--- src/rtl/tsp_pkg.sv ---
// ============================================================================
// tsp_pkg - shared types and constants for the timer slot pool
// Holds the pool size, index widths, mode and status codes, and the
// command/status structs between the controller and the datapath.
// ============================================================================
`default_nettype none

package tsp_pkg;

   // pool size (1..15)
   localparam int NUM_SLOTS  = 8;
   localparam int SLOT_IDX_W = (NUM_SLOTS > 1) ? $clog2(NUM_SLOTS) : 1;

   // item field widths
   localparam int MODE_W   = 2;
   localparam int DATA_W   = 32;
   localparam int ID_W     = 4;
   localparam int STATUS_W = 2;
   // one-based ids are compared against the pool size at this width
   localparam int ID_EXT_W = 8;

   typedef enum logic [MODE_W-1:0] {
      MODE_START = 2'd0,
      MODE_QUERY = 2'd1,
      MODE_STOP  = 2'd2,
      MODE_TICK  = 2'd3
   } mode_type;

   typedef enum logic [STATUS_W-1:0] {
      ST_OK        = 2'd0,
      ST_INVALID   = 2'd1,
      ST_FULL      = 2'd2,
      ST_NOT_FOUND = 2'd3
   } status_type;

   // controller -> datapath
   typedef struct packed {
      logic capture;    // latch the accepted item
      logic exec;       // start, query or stop: update slot and load result
      logic tick_step;  // advance one slot of a tick walk
      logic finish;     // load the ok result that ends a tick
   } cmd_type;

   // datapath -> controller
   typedef struct packed {
      logic out_free;   // result register can take a new item this cycle
      logic is_tick;    // captured item is a tick
      logic walk_last;  // walk pointer is on the last slot
   } sts_type;

endpackage : tsp_pkg

`default_nettype wire

--- src/rtl/timer_slot_pool_core.sv ---
// ============================================================================
// timer_slot_pool_core - pool of software-style timer slots
// Top level: joins the sequencer and the slot datapath.
// ============================================================================
// Usage:
//   Input channel req_*: one item per handshake, carrying mode (start,
//   query, stop, tick), duration, slot_id and tick_ms. Accepted at a clock
//   edge with req_valid high and req_stall low.
//   Result channel rsp_*: exactly one item (status, new_id, expired_flag)
//   per input item, in order, held in an output register.
//   Sequencing: start, query and stop pass through the execute state, which
//   loads the result register and reopens the input in the same cycle. A
//   tick goes from the execute state to the walk state, which walks the
//   slots one per cycle through a single read and write port of the slot
//   storage, and then to the finish state, which loads the result and
//   reopens the input. One item is in work at a time.
//   Stall: while rsp_stall holds a result, the next item may still be
//   accepted and worked on; its result waits in the last step until the
//   output register is taken, and the input stays closed meanwhile.
//   Reset (synchronous, active high): all slots become inactive, the
//   result register empties, the input is open in the next cycle.
// ============================================================================
`default_nettype none

module timer_slot_pool_core
   import tsp_pkg::*;
(
   input  wire logic                clock,
   input  wire logic                reset,
   // input items
   input  wire logic                req_valid,
   output logic                     req_stall,
   input  wire logic [MODE_W-1:0]   req_mode,
   input  wire logic [DATA_W-1:0]   req_duration,
   input  wire logic [ID_W-1:0]     req_slot_id,
   input  wire logic [DATA_W-1:0]   req_tick_ms,
   // result items
   output logic                     rsp_valid,
   input  wire logic                rsp_stall,
   output logic [STATUS_W-1:0]      rsp_status,
   output logic [ID_W-1:0]          rsp_new_id,
   output logic                     rsp_expired_flag
);

   cmd_type cmd;
   sts_type sts;

   tsp_ctrl u_ctrl (
      .clock     (clock),
      .reset     (reset),
      .req_valid (req_valid),
      .req_stall (req_stall),
      .cmd       (cmd),
      .sts       (sts)
   );

   tsp_datapath u_dp (
      .clock            (clock),
      .reset            (reset),
      .req_mode         (req_mode),
      .req_duration     (req_duration),
      .req_slot_id      (req_slot_id),
      .req_tick_ms      (req_tick_ms),
      .rsp_valid        (rsp_valid),
      .rsp_stall        (rsp_stall),
      .rsp_status       (rsp_status),
      .rsp_new_id       (rsp_new_id),
      .rsp_expired_flag (rsp_expired_flag),
      .cmd              (cmd),
      .sts              (sts)
   );

endmodule : timer_slot_pool_core

`default_nettype wire

--- src/rtl/tsp_datapath.sv ---
// ============================================================================
// tsp_datapath - slot storage, item registers and result register
// Keeps the active flags, elapsed counts and durations of the pool, runs
// the slot walk for tick items and holds the result until it is taken.
// ============================================================================
`default_nettype none

module tsp_datapath
   import tsp_pkg::*;
(
   input  wire logic                clock,
   input  wire logic                reset,
   // input item fields
   input  wire logic [MODE_W-1:0]   req_mode,
   input  wire logic [DATA_W-1:0]   req_duration,
   input  wire logic [ID_W-1:0]     req_slot_id,
   input  wire logic [DATA_W-1:0]   req_tick_ms,
   // result channel
   output logic                     rsp_valid,
   input  wire logic                rsp_stall,
   output logic [STATUS_W-1:0]      rsp_status,
   output logic [ID_W-1:0]          rsp_new_id,
   output logic                     rsp_expired_flag,
   // control
   input  wire cmd_type             cmd,
   output sts_type                  sts
);

   // captured item
   mode_type                  mode_ff;
   logic [DATA_W-1:0]         dur_ff;
   logic [ID_W-1:0]           id_ff;
   logic [DATA_W-1:0]         tick_ff;
   logic [SLOT_IDX_W-1:0]     walk_idx_ff;

   // slot storage
   logic [NUM_SLOTS-1:0]      active_ff;
   logic [NUM_SLOTS-1:0]      active_in;
   logic [DATA_W-1:0]         elapsed_mem [NUM_SLOTS];
   logic [DATA_W-1:0]         duration_mem [NUM_SLOTS];

   // result register
   logic                      rsp_valid_ff;
   logic [STATUS_W-1:0]       rsp_status_ff;
   logic [ID_W-1:0]           rsp_new_id_ff;
   logic                      rsp_expired_ff;
   status_type                res_status;
   logic [ID_W-1:0]           res_new_id;
   logic                      res_expired;
   logic                      load;

   // decode of the captured slot id
   logic [ID_EXT_W-1:0]       id_ext;
   logic [ID_EXT_W-1:0]       id_m1;
   logic                      id_bad;
   logic [SLOT_IDX_W-1:0]     id_idx;

   // lowest free slot
   logic                      free_found;
   logic [SLOT_IDX_W-1:0]     free_idx;

   // shared read port and tick arithmetic
   logic [SLOT_IDX_W-1:0]     rd_idx;
   logic [DATA_W-1:0]         rd_elapsed;
   logic [DATA_W-1:0]         rd_duration;
   logic [DATA_W:0]           tick_sum;
   logic [DATA_W-1:0]         tick_elapsed;

   logic                      start_ok;

   // item capture and walk pointer
   always_ff @(posedge clock) begin
      if (cmd.capture) begin
         mode_ff <= mode_type'(req_mode);
         dur_ff  <= req_duration;
         id_ff   <= req_slot_id;
         tick_ff <= req_tick_ms;
      end
   end

   always_ff @(posedge clock) begin
      if (reset) begin
         walk_idx_ff <= '0;
      end else if (cmd.capture) begin
         walk_idx_ff <= '0;
      end else if (cmd.tick_step) begin
         walk_idx_ff <= sts.walk_last ? '0 : walk_idx_ff + 1'b1;
      end
   end

   // slot id check and index
   assign id_ext = ID_EXT_W'(id_ff);
   assign id_m1  = id_ext - ID_EXT_W'(1);
   assign id_bad = (id_ext == '0) || (id_ext > ID_EXT_W'(NUM_SLOTS));
   assign id_idx = id_m1[SLOT_IDX_W-1:0];

   // lowest inactive slot
   always_comb begin
      free_found = 1'b0;
      free_idx   = '0;
      for (int k = NUM_SLOTS - 1; k >= 0; k--) begin
         if (!active_ff[k]) begin
            free_found = 1'b1;
            free_idx   = SLOT_IDX_W'(k);
         end
      end
   end

   // one read port: walk pointer during a tick, else the item's slot
   assign rd_idx      = cmd.tick_step ? walk_idx_ff : id_idx;
   assign rd_elapsed  = elapsed_mem[rd_idx];
   assign rd_duration = duration_mem[rd_idx];

   // saturating add of the tick time
   assign tick_sum     = {1'b0, rd_elapsed} + {1'b0, tick_ff};
   assign tick_elapsed = (tick_sum >= {1'b0, rd_duration}) ? rd_duration
                                                           : tick_sum[DATA_W-1:0];

   assign start_ok = (mode_ff == MODE_START) && (dur_ff != '0) && free_found;

   // result of the executed item and the active flag update
   always_comb begin
      res_status  = ST_OK;
      res_new_id  = '0;
      res_expired = 1'b0;
      active_in   = active_ff;
      if (cmd.exec) begin
         case (mode_ff)
            MODE_START: begin
               if (dur_ff == '0) begin
                  res_status = ST_INVALID;
               end else if (!free_found) begin
                  res_status = ST_FULL;
               end else begin
                  res_new_id          = ID_W'(free_idx) + ID_W'(1);
                  active_in[free_idx] = 1'b1;
               end
            end
            MODE_QUERY, MODE_STOP: begin
               if (id_bad) begin
                  res_status = ST_INVALID;
               end else if (!active_ff[id_idx]) begin
                  res_status = ST_NOT_FOUND;
               end else if (mode_ff == MODE_QUERY) begin
                  res_expired = (rd_elapsed >= rd_duration);
               end else begin
                  active_in[id_idx] = 1'b0;
               end
            end
            default: begin
               res_status = ST_OK;
            end
         endcase
      end
   end

   always_ff @(posedge clock) begin
      if (reset) begin
         active_ff <= '0;
      end else begin
         active_ff <= active_in;
      end
   end

   // slot storage writes; values read from inactive slots are never used
   always_ff @(posedge clock) begin
      if (cmd.exec && start_ok) begin
         elapsed_mem[free_idx]  <= '0;
         duration_mem[free_idx] <= dur_ff;
      end else if (cmd.tick_step && active_ff[walk_idx_ff]) begin
         elapsed_mem[walk_idx_ff] <= tick_elapsed;
      end
   end

   // result register
   assign load = cmd.exec || cmd.finish;

   always_ff @(posedge clock) begin
      if (reset) begin
         rsp_valid_ff <= 1'b0;
      end else if (load) begin
         rsp_valid_ff <= 1'b1;
      end else if (!rsp_stall) begin
         rsp_valid_ff <= 1'b0;
      end
   end

   always_ff @(posedge clock) begin
      if (load) begin
         rsp_status_ff  <= cmd.exec ? res_status : ST_OK;
         rsp_new_id_ff  <= cmd.exec ? res_new_id : '0;
         rsp_expired_ff <= cmd.exec ? res_expired : 1'b0;
      end
   end

   assign rsp_valid        = rsp_valid_ff;
   assign rsp_status       = rsp_status_ff;
   assign rsp_new_id       = rsp_new_id_ff;
   assign rsp_expired_flag = rsp_expired_ff;

   // status to controller
   always_comb begin
      sts           = '0;
      sts.out_free  = !rsp_valid_ff || !rsp_stall;
      sts.is_tick   = (mode_ff == MODE_TICK);
      sts.walk_last = (walk_idx_ff == SLOT_IDX_W'(NUM_SLOTS - 1));
   end

   // a result is only loaded into a free result register
   a_load_free: assert property (@(posedge clock) disable iff (reset)
      load |-> sts.out_free)
      else $error("result loaded while previous result stalled");

   // exec never overlaps the tick walk or the finish step
   a_cmd_excl: assert property (@(posedge clock) disable iff (reset)
      !(cmd.exec && cmd.tick_step) && !(cmd.exec && cmd.finish))
      else $error("conflicting datapath commands");

   // walk pointer wraps to zero after the last slot
   a_walk_wrap: assert property (@(posedge clock) disable iff (reset)
      (cmd.tick_step && sts.walk_last && !cmd.capture) |=> (walk_idx_ff == '0))
      else $error("walk pointer did not wrap");

endmodule : tsp_datapath

`default_nettype wire

--- src/rtl/tsp_ctrl.sv ---
// ============================================================================
// tsp_ctrl - sequencer of the timer slot pool
// Accepts one item at a time, issues the execute step or the per-slot tick
// walk, and waits for the result register before finishing the item.
// ============================================================================
`default_nettype none

module tsp_ctrl
   import tsp_pkg::*;
(
   input  wire logic    clock,
   input  wire logic    reset,
   input  wire logic    req_valid,
   output logic         req_stall,
   output cmd_type      cmd,
   input  wire sts_type sts
);

   typedef enum logic [1:0] {
      S_IDLE,
      S_EXEC,
      S_WALK,
      S_FINISH
   } state_type;

   state_type state_ff;
   state_type state_in;
   logic      accept;

   assign req_stall = (state_ff != S_IDLE);
   assign accept    = req_valid && !req_stall;

   // next state and commands
   always_comb begin
      state_in      = state_ff;
      cmd           = '0;
      cmd.capture   = accept;
      case (state_ff)
         S_IDLE: begin
            if (accept) state_in = S_EXEC;
         end
         S_EXEC: begin
            if (sts.is_tick) begin
               state_in = S_WALK;
            end else if (sts.out_free) begin
               cmd.exec = 1'b1;
               state_in = S_IDLE;
            end
         end
         S_WALK: begin
            cmd.tick_step = 1'b1;
            if (sts.walk_last) state_in = S_FINISH;
         end
         S_FINISH: begin
            if (sts.out_free) begin
               cmd.finish = 1'b1;
               state_in   = S_IDLE;
            end
         end
         default: begin
            state_in = S_IDLE;
         end
      endcase
   end

   always_ff @(posedge clock) begin
      if (reset) begin
         state_ff <= S_IDLE;
      end else begin
         state_ff <= state_in;
      end
   end

   // an accepted item closes the input until it is done
   a_accept_stall: assert property (@(posedge clock) disable iff (reset)
      accept |=> req_stall)
      else $error("input reopened right after accept");

   // finish is only reached through the tick walk
   a_finish_from_walk: assert property (@(posedge clock) disable iff (reset)
      $rose(state_ff == S_FINISH) |-> ($past(state_ff) == S_WALK))
      else $error("finish entered without a tick walk");

   // the walk is entered only for tick items
   a_walk_tick: assert property (@(posedge clock) disable iff (reset)
      (state_ff == S_EXEC && state_in == S_WALK) |-> sts.is_tick)
      else $error("walk started for a non-tick item");

endmodule : tsp_ctrl

`default_nettype wire

--- config.mk ---
export PLATFORM = sky130hd
export DESIGN_NAME = timer_slot_pool_core
export DESIGN_NICKNAME = d
export VERILOG_FILES = /design/src/rtl/tsp_pkg.sv /design/src/rtl/timer_slot_pool_core.sv /design/src/rtl/tsp_datapath.sv /design/src/rtl/tsp_ctrl.sv
export SDC_FILE = /design/constraint.sdc
export NUM_CORES = 1
export LEC_CHECK = 0
export ABC_CLOCK_PERIOD_IN_PS = 9200
export BUFFER_PORTS_ARGS = -buffer_cell sky130_fd_sc_hd__buf_2
export CORE_MARGIN = 2
export CORE_UTILIZATION = 60
export DETAILED_ROUTE_END_ITERATION = 8
export PLACE_DENSITY = 0.82
export REMOVE_ABC_BUFFERS = 1
export SLEW_MARGIN = 20
export SYNTH_ARGS = -nofsm -noshare
export SYNTH_HDL_FRONTEND = slang
export SYNTH_HIERARCHICAL = 1
export SYNTH_SLANG_ARGS = --single-unit
--- constraint.sdc ---
create_clock -name clock -period 9.2 [get_ports clock]
set_clock_uncertainty 0.1 [all_clocks]
set_input_delay 1.84 -clock clock [delete_from_list [all_inputs] [get_ports clock]]
set_output_delay 1.84 -clock clock [all_outputs]
set_load 0.05 [all_outputs]
==> results of run 1 <==
==> kinds of logic after synthesis <==
family | after synthesis | synth area share, %
buffers and inverters | 83 | 1.44
adder cells (fa/ha/maj) | 104 | 4.97
XOR/XNOR | 27 | 0.899
flip-flops | 603 | 68.3
AND/OR/NAND/NOR | 235 | 4.41
AO/OA/AOI/OAI | 210 | 5.90
multiplexers | 204 | 14.1
==> cell usage in the layout (no fill, tap or decap), types with 7 or more instances in the layout <==
cell,count
edfxtp_1,589
mux4_2,130
ha_1,103
buf_2,82
clkbuf_16,59
nand2_1,56
nor2_1,51
a21oi_1,43
mux2i_1,37
mux2_2,34
a21o_1,34
inv_1,33
buf_4,29
o21ai_0,25
nor3_1,21
xnor2_1,18
nand4_1,18
dfxtp_1,14
nor4_1,14
a211oi_2,14
clkinv_2,13
nor2_4,13
a211oi_1,13
clkinv_1,12
o21a_1,12
nand3_1,11
nand2b_1,9
xor2_1,9
o211ai_1,9
o211a_1,9
clkbuf_1,8
nor2b_1,8
clkinvlp_4,7
==> worst max path at each step <==
stage / cells after the start / end / slack, ns / startpoint
after floorplan: 24 / u_dp/elapsed_mem[0][31] / -6.91 / u_ctrl/state_ff[1]
after detailed placement: 24 / u_dp/elapsed_mem[6][2] / 1.13 / u_dp/id_ff[0]
after CTS: 24 / u_dp/elapsed_mem[6][2] / 1.07 / u_dp/id_ff[0]
final: 24 / u_dp/elapsed_mem[1][5] / 0.95 / u_dp/id_ff[0]
after global routing: 25 / u_dp/elapsed_mem[7][2] / 0.52 / u_dp/id_ff[0]
after global placement: 23 / u_dp/elapsed_mem[5][26] / 1.35 / u_dp/id_ff[0]
==> per-stage QoR <==
step | hold slack (ns) | total power (W)
after floorplan | 0.399 | 0.00367
after detailed placement | 0.464 | 0.00380
after global routing | 0.517 | 0.00625
final | 0.482 | 0.00604
after global placement | 0.443 | 0.00378
after CTS | 0.474 | 0.00607
==> state kept, by name, indices dropped and copies added (netlist names), 2 cells and up <==
| register | count |
|---|---|
| u_ctrl/state_ff | 2 |
| u_dp/active_ff | 8 |
| u_dp/dur_ff | 32 |
| u_dp/duration_mem | 256 |
| u_dp/elapsed_mem | 256 |
| u_dp/id_ff | 4 |
| u_dp/mode_ff | 2 |
| u_dp/rsp_new_id | 4 |
| u_dp/rsp_status | 2 |
| u_dp/tick_ff | 32 |
| u_dp/walk_idx_ff | 3 |
==> power by group <==
part	switching, W	leakage [nW]	total [W]	internal, W
Combinational	0.000413	3.93	0.000687	0.000275
Clock	0.00100	0.905	0.00228	0.00128
Sequential	0.0000344	6.03	0.00307	0.00303
==> routing by layer <==
layer / vias up / wire length (um)
li1: 6281 / -
met1: 7124 / 23100
met2: 663 / 27400
met3: 110 / 4440
met4: 0 / 1770
met5: - / 0
==> area by class of cell <==
cell class	count	area share [%]
clock buffer	72	5.34
multi-input combinational	780	27.5
timing repair buffer	113	2.27
clock inverter	39	1.01
tap	585	2.48
sequential	603	60.9
inverter	33	0.420
==> worst max-delay path: stages (launching register included) <==
cell and delay, ns:
edfxtp_1 0.52, inv_1 0.15, ha_1 0.48, mux2i_4 0.25, buf_4 0.49, mux4_2 0.58, mux2_2 0.31, ha_1 0.37
and3_4 0.21, a31o_1 0.24, or3_1 0.35, o211ai_1 0.39, a31oi_1 0.20, o41ai_2 0.26, xnor2_1 0.14, ha_1 0.32
nand4_1 0.14, nor4_1 0.37, nand2_1 0.12, a211oi_1 0.22, nor4_1 0.09, a21bo_2 0.69, buf_4 0.39, nor2_1 0.08
a211oi_2 0.43
==> impl_metrics.py, run 1 <==
metrics = {
    "setup_path": {
        "worstReg2RegStart": "u_dp/id_ff[0]",
        "setup.worst_path.end_class": "flip-flop",
        "required_ns": 9.45,
        "critPathLaunchType": "flip-flop",
        "cp_max_fo": 31,
        "r2r-end": "u_dp/elapsed_mem[1][5]",
        "worstPathArrival_ns": 8.50,
        "rrSetupSlack_ns": 0.95,
        "critical_path_class": "reg2reg",
        "ff2ff_path_depth": 24,
    },
    "pwr": {
        "vdd_drop_max_mv": 0.149,
        "p_per_area_nw_per_um2": 205,
        "p_leak_nw": 10.9,
    },
    "min_path": {
        "hold_end": "u_ctrl/state_ff[0]",
        "hold_depth": 2,
        "hold_path_startpoint": "u_ctrl/state_ff[0]",
        "hold_class": "reg2reg",
    },
    "floorplan": {
        "floorplan.initialDensity_pct": 61.0,
        "ioPinCount": 83,
        "die_x_um": 213,
        "rows": 76,
        "die-area_sq_um": 45500,
        "die_h_um": 213,
        "core_area_sq_um": 43200,
    },
    "finish": {
        "fin_area_sq_um": 29500,
        "regArea_sq_um": 18000,
        "diodes": 0,
        "final_util_pct": 68.3,
        "multi_input_area_sq_um": 8120,
        "drive_gt1_share_pct": 25.3,
        "nets": 1768,
        "num-fill-cells": 2771,
        "finalNonFillerCells": 2225,
        "area_delta_synth_final_pct": 12.1,
    },
    "global_route": {
        "grt_use_met3_pct": 4.55,
        "grt_pass1_vias": 14500,
        "busiest_layer": "met2",
        "track_usage_pct": 25.9,
        "met2_usage_pct": 41.7,
        "antenna_found_initial": 0,
        "grt_pass1_wl_mm": 86.5,
        "grt_max_degree": 77,
        "grt-ovfl-total": 0,
        "grtUsageMet1_pct": 36.0,
    },
    "yosys": {
        "synth_seq_cells": 603,
        "ys_warn_count": 6,
        "synth_edf_count": 589,
        "netlist_top_cells_count": "edfxtp_1, mux4_2, ha_1, nor2_1, nand2_1",
        "synth_top_area_cell": "edfxtp_1",
        "syn_inst": 1466,
        "synth_cell_types": 73,
        "synthTopCellsByArea": "edfxtp_1, mux4_2, ha_1, mux2i_1, mux2_2",
        "synthArstFlopShare_pct": 0,
        "synth.avg_cell_area_sq_um": 17.9,
        "yosysMostFrequentCell": "edfxtp_1",
        "syn_area_sq_um": 26300,
        "seq_area_frac_synth_pct": 68.3,
        "ys.flop_type": "edfxtp_1",
        "synth.top_cell.area_share_pct": 67.2,
    },
    "timing": {
        "max_freq_mhz": 121,
        "slew_headroom_pct": 29.4,
        "report.final.hold_viol_count": 0,
        "fin_crit_ns": 8.25,
        "slew_violations": 0,
        "setup_tns_ns": 0,
        "min_period_over_period_pct": 89.7,
        "setup_viol": 0,
        "rsz0062_at_grt": "no",
        "worst_slew_pin_slew_ns": 1.05,
        "fin_ws_ns": 0.946,
    },
    "routing": {
        "finalWirelength_mm": 56.7,
        "antenna_left": 0,
        "num_vias": 14200,
        "detailedRoute.firstIterationViolations": 1403,
        "routed_via_density": 6.37,
        "wl_per_cell_um": 25.5,
        "drtPass1Iterations": 7,
        "route.detailed.drc": 0,
    },
    "run_status": {
        "outcome": "completed",
    },
    "cts": {
        "cts_num_sinks": 603,
        "clk_latency_ns": 0.63,
        "h-tree-depth": 2,
        "cts_tree": "done",
        "clk_path_buf_depth": 3,
        "root_buffer": "clkbuf_16",
        "cts_buffers": 59,
        "hold_buffers": 0,
        "post_cts_resized": 0,
        "path_clk_slew_ns": 0.06,
        "post-cts-setup-buffers": 0,
    },
    "place": {
        "pre_cts_slack_ns": 1.13,
        "gp_congestion": 0.932,
        "hpwlAfterDp_mm": 35.0,
        "placement.io_buffers": 82,
        "dpl.cell_count": 2114,
        "post_dp_cell_area_sq_um": 27600,
    },
    "flow_run": {
        "maxCapViolations": 0,
    },
}
Power figures use the tool's default switching activity.
==> inputs of run 2 (changes only) <==
ABC_CLOCK_PERIOD_IN_PS = 9430   (was 9200)
clock period = 9.43 ns   (was 9.2 ns; I/O delays follow)
==> run 2 against run 1 <==
Compared with the run above:
- first-iteration DRC count increased by 0.57%
- non-clock buffer count increased by 3
- sequential share of layout area increased by 0.054 points
- sequential cell count unchanged
- register-to-register slack improved by 0.34 ns
- design area about the same
- combinational power decreased by 2%
- maximum frequency increased by 1.3%
- via count increased by 1.1%
- largest power group unchanged
- sequential power decreased by 3%
- hold slack got worse by 0.0075 ns
==> impl_metrics.py, run 2 (synthesis results as in run 1) <==
metrics = {
    "global_route": {
        "track_usage_pct": 26.0,
        "grt_max_degree": 83,
        "busiest_layer": "met2",
        "grtUsageMet1_pct": 35.5,
        "grt_use_met3_pct": 5.79,
        "grt-ovfl-total": 0,
        "met2_usage_pct": 42.3,
        "grt_pass1_wl_mm": 86.7,
        "antenna_found_initial": 0,
        "grt_pass1_vias": 14900,
    },
    "timing": {
        "report.final.hold_viol_count": 0,
        "slew_violations": 0,
        "fin_crit_ns": 8.15,
        "slew_headroom_pct": 29.2,
        "rsz0062_at_grt": "no",
        "setup_viol": 0,
        "min_period_over_period_pct": 86.4,
        "worst_slew_pin_slew_ns": 1.06,
        "max_freq_mhz": 123,
        "setup_tns_ns": 0,
    },
    "flow_run": {
        "maxCapViolations": 0,
    },
    "cts": {
        "cts_buffers": 57,
        "h-tree-depth": 2,
        "hold_buffers": 0,
        "post-cts-setup-buffers": 0,
        "cts_num_sinks": 603,
        "clk_latency_ns": 0.63,
        "cts_tree": "done",
        "clk_path_buf_depth": 3,
        "root_buffer": "clkbuf_16",
        "post_cts_resized": 0,
        "path_clk_slew_ns": 0.06,
    },
    "setup_path": {
        "cp_max_fo": 82,
        "required_ns": 9.63,
        "worstPathArrival_ns": 8.34,
        "crit_chain": "inv_1, ha_1, mux2i_4, buf_12, mux4_2, mux2_2, ha_1, a21o_1, a21o_1, a2111oi_0, o22a_1, o21ai_2, a31oi_1, xnor2_1, ha_1, a21o_1, a211oi_1, o21ai_0, a221o_1, nor4_1, a21boi_1, nand2_1, o32ai_1",
        "cp_num_buf_inv": 2,
        "crit_family": "compound AO/OA/AOI/OAI gates",
        "critical_path_class": "reg2reg",
        "worst_path_largest_cell_delay_ns": 0.72,
        "critPathLaunchType": "flip-flop",
        "setup.worst_path.end_class": "flip-flop",
        "cp_slowest_cell": "o32ai_1",
    },
    "finish": {
        "mostFrequentLayoutCell": "edfxtp_1",
        "layout_common_cells": "edfxtp_1, mux4_2, ha_1",
        "area_delta_synth_final_pct": 12.0,
        "drive_gt1_share_pct": 24.8,
        "diodes": 0,
        "nets": 1769,
        "top_regs": "u_dp/duration_mem x256, u_dp/elapsed_mem x256",
        "fin_area_sq_um": 29500,
    },
    "pwr": {
        "p_per_area_nw_per_um2": 200,
        "power.total_w": 0.00590,
        "comb_power_share_pct": 11.4,
        "p_leak_nw": 10.9,
        "p_sw_w": 0.00140,
        "p_int_w": 0.00450,
        "switching_share_pct": 23.7,
        "vdd_drop_max_mv": 0.169,
        "power_frac_clock_pct": 37.8,
        "seqPwrFrac_pct": 50.7,
    },
    "place": {
        "hpwlAfterDp_mm": 35.2,
        "post_dp_cell_area_sq_um": 27600,
        "placement.io_buffers": 82,
        "gp_congestion": 0.959,
    },
    "run_status": {
        "outcome": "completed",
    },
    "floorplan": {
        "die_h_um": 213,
        "floorplan.initialDensity_pct": 61.0,
        "core_area_sq_um": 43200,
        "die_x_um": 213,
        "ioPinCount": 83,
        "die-area_sq_um": 45500,
        "rows": 76,
    },
    "routing": {
        "detailedRoute.firstIterationViolations": 1411,
        "finalWirelength_mm": 57.3,
        "wl_per_cell_um": 25.8,
        "routed_via_density": 6.46,
        "drtPass1Iterations": 6,
        "route.detailed.drc": 0,
        "antenna_left": 0,
        "num_vias": 14300,
    },
    "min_path": {
        "hold_class": "reg2reg",
    },
}
==> run 2: cell types whose count changed in the layout (fill, tap and decap cells not counted) <==
cell,delta
clkbuf_16,-2
clkinv_2,-4
buf_4,+3
bufinv_16,+3
inv_6,-1
clkbuf_8,-3
clkbuf_1,+6
clkinv_1,-3
clkinvlp_4,-5
clkinv_8,+1
clkinv_4,-1
==> run 2: worst register-to-register path, delay by kind of cell (launching register included) <==
kind,cells,cell delay (ns)
AOI/OAI and AO/OA,12,3.62
muxes,3,1.21
adders and majority gates,3,1.12
buffers and inverters,2,0.61
DFF,1,0.51
and+or+nand+nor,2,0.45
xor gates and xnor gates,1,0.19
==> run 2: final timing paths <==
| check | from | cells after the start | to | slack, ns |
|---|---|---|---|---|
| max | u_dp/id_ff[0] | 23 | u_dp/elapsed_mem[1][31] | 1.28 |
| min | u_dp/active_ff[7] | 2 | u_dp/active_ff[7] | 0.47 |
| max reg2reg | u_dp/id_ff[0] | 23 | u_dp/elapsed_mem[1][31] | 1.28 |
| min reg2reg | u_dp/active_ff[7] | 2 | u_dp/active_ff[7] | 0.47 |
==> run 2: metal layers <==
metal  wire length (um)  share of wire [%]
met2              27600                 48
met5                  0                  0
met1              23000                 40
met3               5060                8.8
met4               1660                2.9
==> run 2: per-stage QoR <==
stage / hold WS, ns / worst slack (ns) / cells / utilization, %
after floorplan: 0.399 / -6.68 / 1416 / -
after global placement: 0.442 / 1.65 / 2117 / 64.0
after detailed placement: 0.461 / 1.45 / 2117 / 64.0
after CTS: 0.469 / 1.38 / 2219 / 68.2
after global routing: 0.509 / 0.815 / 2219 / 68.2
final: 0.475 / 1.28 / 2219 / 68.2
==> run 2: layout make-up <==
cell class,instances,area (sq um)
Sequential cell,603,18000
Inverter,33,124
Clock buffer,73,1510
Tap cell,585,732
Clock inverter,29,319
Timing Repair Buffer,116,691
Fill cell,2730,13700
Multi-Input combinational cell,780,8120
==> run 2: power by group through the flow <==
stage | logic (W) | registers, W | clock network (W)
floorplan | 0.000546 | 0.00304 | 0
global placement | 0.000647 | 0.00305 | 0
detailed placement | 0.000663 | 0.00305 | 0
CTS | 0.000669 | 0.00299 | 0.00226
global route | 0.000736 | 0.00299 | 0.00236
finish | 0.000675 | 0.00299 | 0.00223
==> inputs of run 3 (changes only) <==
ABC_AREA = 1   (was unset)
==> run 3 against run 2 <==
Compared with the run above:
- wire length rose by 14%
- synthesized cell count is 65% higher
- global-route usage grew 1.5 points
- clock power rose by 3%
- register-to-register slack improved by 0.51 ns
- via count rose by 34%
- clock-buffer cell count down 7
- largest power group unchanged
==> impl_metrics.py, run 3 <==
metrics = {
    "run_status": {
        "outcome": "completed",
    },
    "floorplan": {
        "core_area_sq_um": 45400,
        "floorplan.initialDensity_pct": 60.8,
        "ioPinCount": 83,
        "die-area_sq_um": 47800,
        "die_h_um": 219,
        "die_x_um": 219,
        "rows": 78,
    },
    "timing": {
        "holdWs_ns": 0.424,
        "rsz0062_at_grt": "no",
        "setup_viol": 0,
        "worst_slew_pin_slew_ns": 1.13,
        "min_period_over_period_pct": 81.0,
        "slew_headroom_pct": 24.7,
        "fin_crit_ns": 7.64,
        "report.final.hold_viol_count": 0,
        "slew_violations": 0,
        "max_freq_mhz": 131,
    },
    "cts": {
        "root_buffer": "clkbuf_16",
        "cts_buffers": 59,
        "hold_buffers": 0,
        "h-tree-depth": 2,
        "path_clk_slew_ns": 0.06,
        "cts_num_sinks": 603,
        "post_cts_resized": 0,
        "cts_tree": "done",
        "clk_latency_ns": 0.65,
        "post-cts-setup-buffers": 0,
        "clk_path_buf_depth": 3,
    },
    "min_path": {
        "hold_depth": 2,
        "hold_path_startpoint": "u_dp/active_ff[5]",
        "hold_class": "reg2reg",
        "hold_end": "u_dp/active_ff[5]",
    },
    "setup_path": {
        "cp_slowest_cell": "buf_4",
        "required_ns": 9.69,
        "critical_path_class": "reg2reg",
        "setup.worst_path.end_class": "flip-flop",
        "crit_top_cell": "nand2_1",
        "worstReg2RegStart": "u_ctrl/state_ff[1]",
        "cp_num_buf_inv": 6,
        "cp_max_fo": 120,
        "r2r-end": "u_dp/elapsed_mem[4][31]",
        "ff2ff_path_depth": 27,
        "crit_family": "simple AND/OR/NAND/NOR gates",
        "critPathLaunchType": "flip-flop",
        "rrSetupSlack_ns": 1.79,
        "worst_path_largest_cell_delay_ns": 0.89,
        "worstPathArrival_ns": 7.90,
    },
    "finish": {
        "nets": 2657,
        "fin_area_sq_um": 30400,
        "finalNonFillerCells": 3127,
        "area_delta_synth_final_pct": 10.0,
        "diodes": 0,
        "top_regs": "u_dp/duration_mem x256, u_dp/elapsed_mem x256",
        "layout_common_cells": "edfxtp_1, nand2_1, nor2_1",
        "mostFrequentLayoutCell": "edfxtp_1",
        "drive_gt1_share_pct": 10.7,
        "num-fill-cells": 3214,
        "final_util_pct": 67.0,
    },
    "pwr": {
        "p_per_area_nw_per_um2": 227,
        "p_leak_nw": 11.3,
        "vdd_drop_max_mv": 0.198,
    },
    "yosys": {
        "ys_warn_count": 6,
        "synthMuxAreaShare_pct": 0,
        "synth_cell_types": 49,
        "synth_top_area_cell": "edfxtp_1",
        "synth.avg_cell_area_sq_um": 11.4,
        "synth_edf_count": 589,
        "syn_area_sq_um": 27600,
        "yosys.area_share.simple_pct": 14.8,
        "ys.flop_type": "edfxtp_1",
        "synth_seq_cells": 603,
        "synth_adder_area_share_pct": 4.74,
        "netlist_top_cells_count": "edfxtp_1, nand2_1, nor2_1, nand3_1, o21ai_1",
        "synth_compound_area_share_pct": 10.5,
        "syn_inst": 2423,
        "synth.top_cell.area_share_pct": 64.1,
        "synthTopCellsByArea": "edfxtp_1, nand2_1, ha_1, nor2_1, nand3_1",
        "synthXorXnorAreaFrac_pct": 0.856,
        "synth_top_family_by_area": "simple AND/OR/NAND/NOR gates",
        "yosysMostFrequentCell": "edfxtp_1",
        "seq_area_frac_synth_pct": 65.1,
        "synthArstFlopShare_pct": 0,
    },
    "routing": {
        "wl_per_cell_um": 20.9,
        "finalWirelength_mm": 65.3,
        "drtPass1Iterations": 7,
        "routed_via_density": 6.13,
        "route.detailed.drc": 0,
        "num_vias": 19200,
        "antenna_left": 0,
        "detailedRoute.firstIterationViolations": 1968,
    },
    "place": {
        "hpwlAfterDp_mm": 40.1,
        "gp_congestion": 0.968,
        "post_dp_cell_area_sq_um": 28400,
        "dpl.cell_count": 3017,
        "placement.io_buffers": 82,
    },
    "global_route": {
        "grt-ovfl-total": 0,
        "grt_max_degree": 160,
        "grt_pass1_wl_mm": 101,
        "track_usage_pct": 27.5,
        "antenna_found_initial": 0,
        "grt_pass1_vias": 18800,
    },
    "flow_run": {
        "maxCapViolations": 0,
    },
}
[run 3: worst max-delay path by stage]
stage / start / endpoint / slack (ns) / cells past startpoint
after floorplan: u_dp/id_ff[0] / u_dp/elapsed_mem[0][14] / -1.04 / 33
after global placement: u_ctrl/state_ff[1] / u_dp/elapsed_mem[0][31] / 2.25 / 29
after detailed placement: u_ctrl/state_ff[1] / u_dp/elapsed_mem[3][31] / 1.96 / 34
after CTS: u_ctrl/state_ff[1] / u_dp/elapsed_mem[2][6] / 1.87 / 27
after global routing: u_ctrl/state_ff[1] / u_dp/elapsed_mem[2][6] / 1.14 / 27
final: u_ctrl/state_ff[1] / u_dp/elapsed_mem[4][31] / 1.79 / 27
[run 3: cell families after synthesis]
logic type	after synthesis
AND/OR/NAND/NOR	994
buffers and inverters	226
XOR/XNOR	27
AO/OA/AOI/OAI	469
flip-flops	603
adder cells (fa/ha/maj)	104
[run 3: layout make-up]
type	instances	area [sq um]	share of cell area, %
Multi-Input combinational cell	1594	8660	28.5
Sequential cell	603	18000	59.1
Clock inverter	43	410	1.35
Inverter	112	430	1.42
Timing Repair Buffer	109	658	2.17
Tap cell	600	751	2.47
Clock buffer	66	1500	4.95
[run 3: power by group]
part / internal (W) / switching, W / leakage [nW] / total (W)
Combinational: 0.000502 / 0.00109 / 4.41 / 0.00159
Sequential: 0.00298 / 0.0000432 / 5.91 / 0.00302
Clock: 0.00129 / 0.000999 / 0.927 / 0.00229
[run 3: per-stage QoR]
step	total power (W)	setup TNS (ns)	worst slack, ns
2_1_floorplan	0.00417	-265.56	-1.04
3_5_place_dp	0.00463	0	1.96
5_1_grt	0.00721	0	1.14
3_3_place_gp	0.00457	0	2.25
4_1_cts	0.00691	0	1.87
6_report	0.00690	0	1.79
[run 3: layer usage]
| layer | global-route usage, % | part of all wire, % |
|---|---|---|
| met1 | 36.1 | 39 |
| met2 | 45.9 | 49 |
| met3 | 3.87 | 8.1 |
| met4 | 12.2 | 3.8 |
| met5 | 0 | 0 |
[run 3: tightest hold or removal path, stage by stage (launching register included)]
cell,delay (ns)
dfxtp_1,0.34
nand2_1,0.08
a21oi_1,0.06
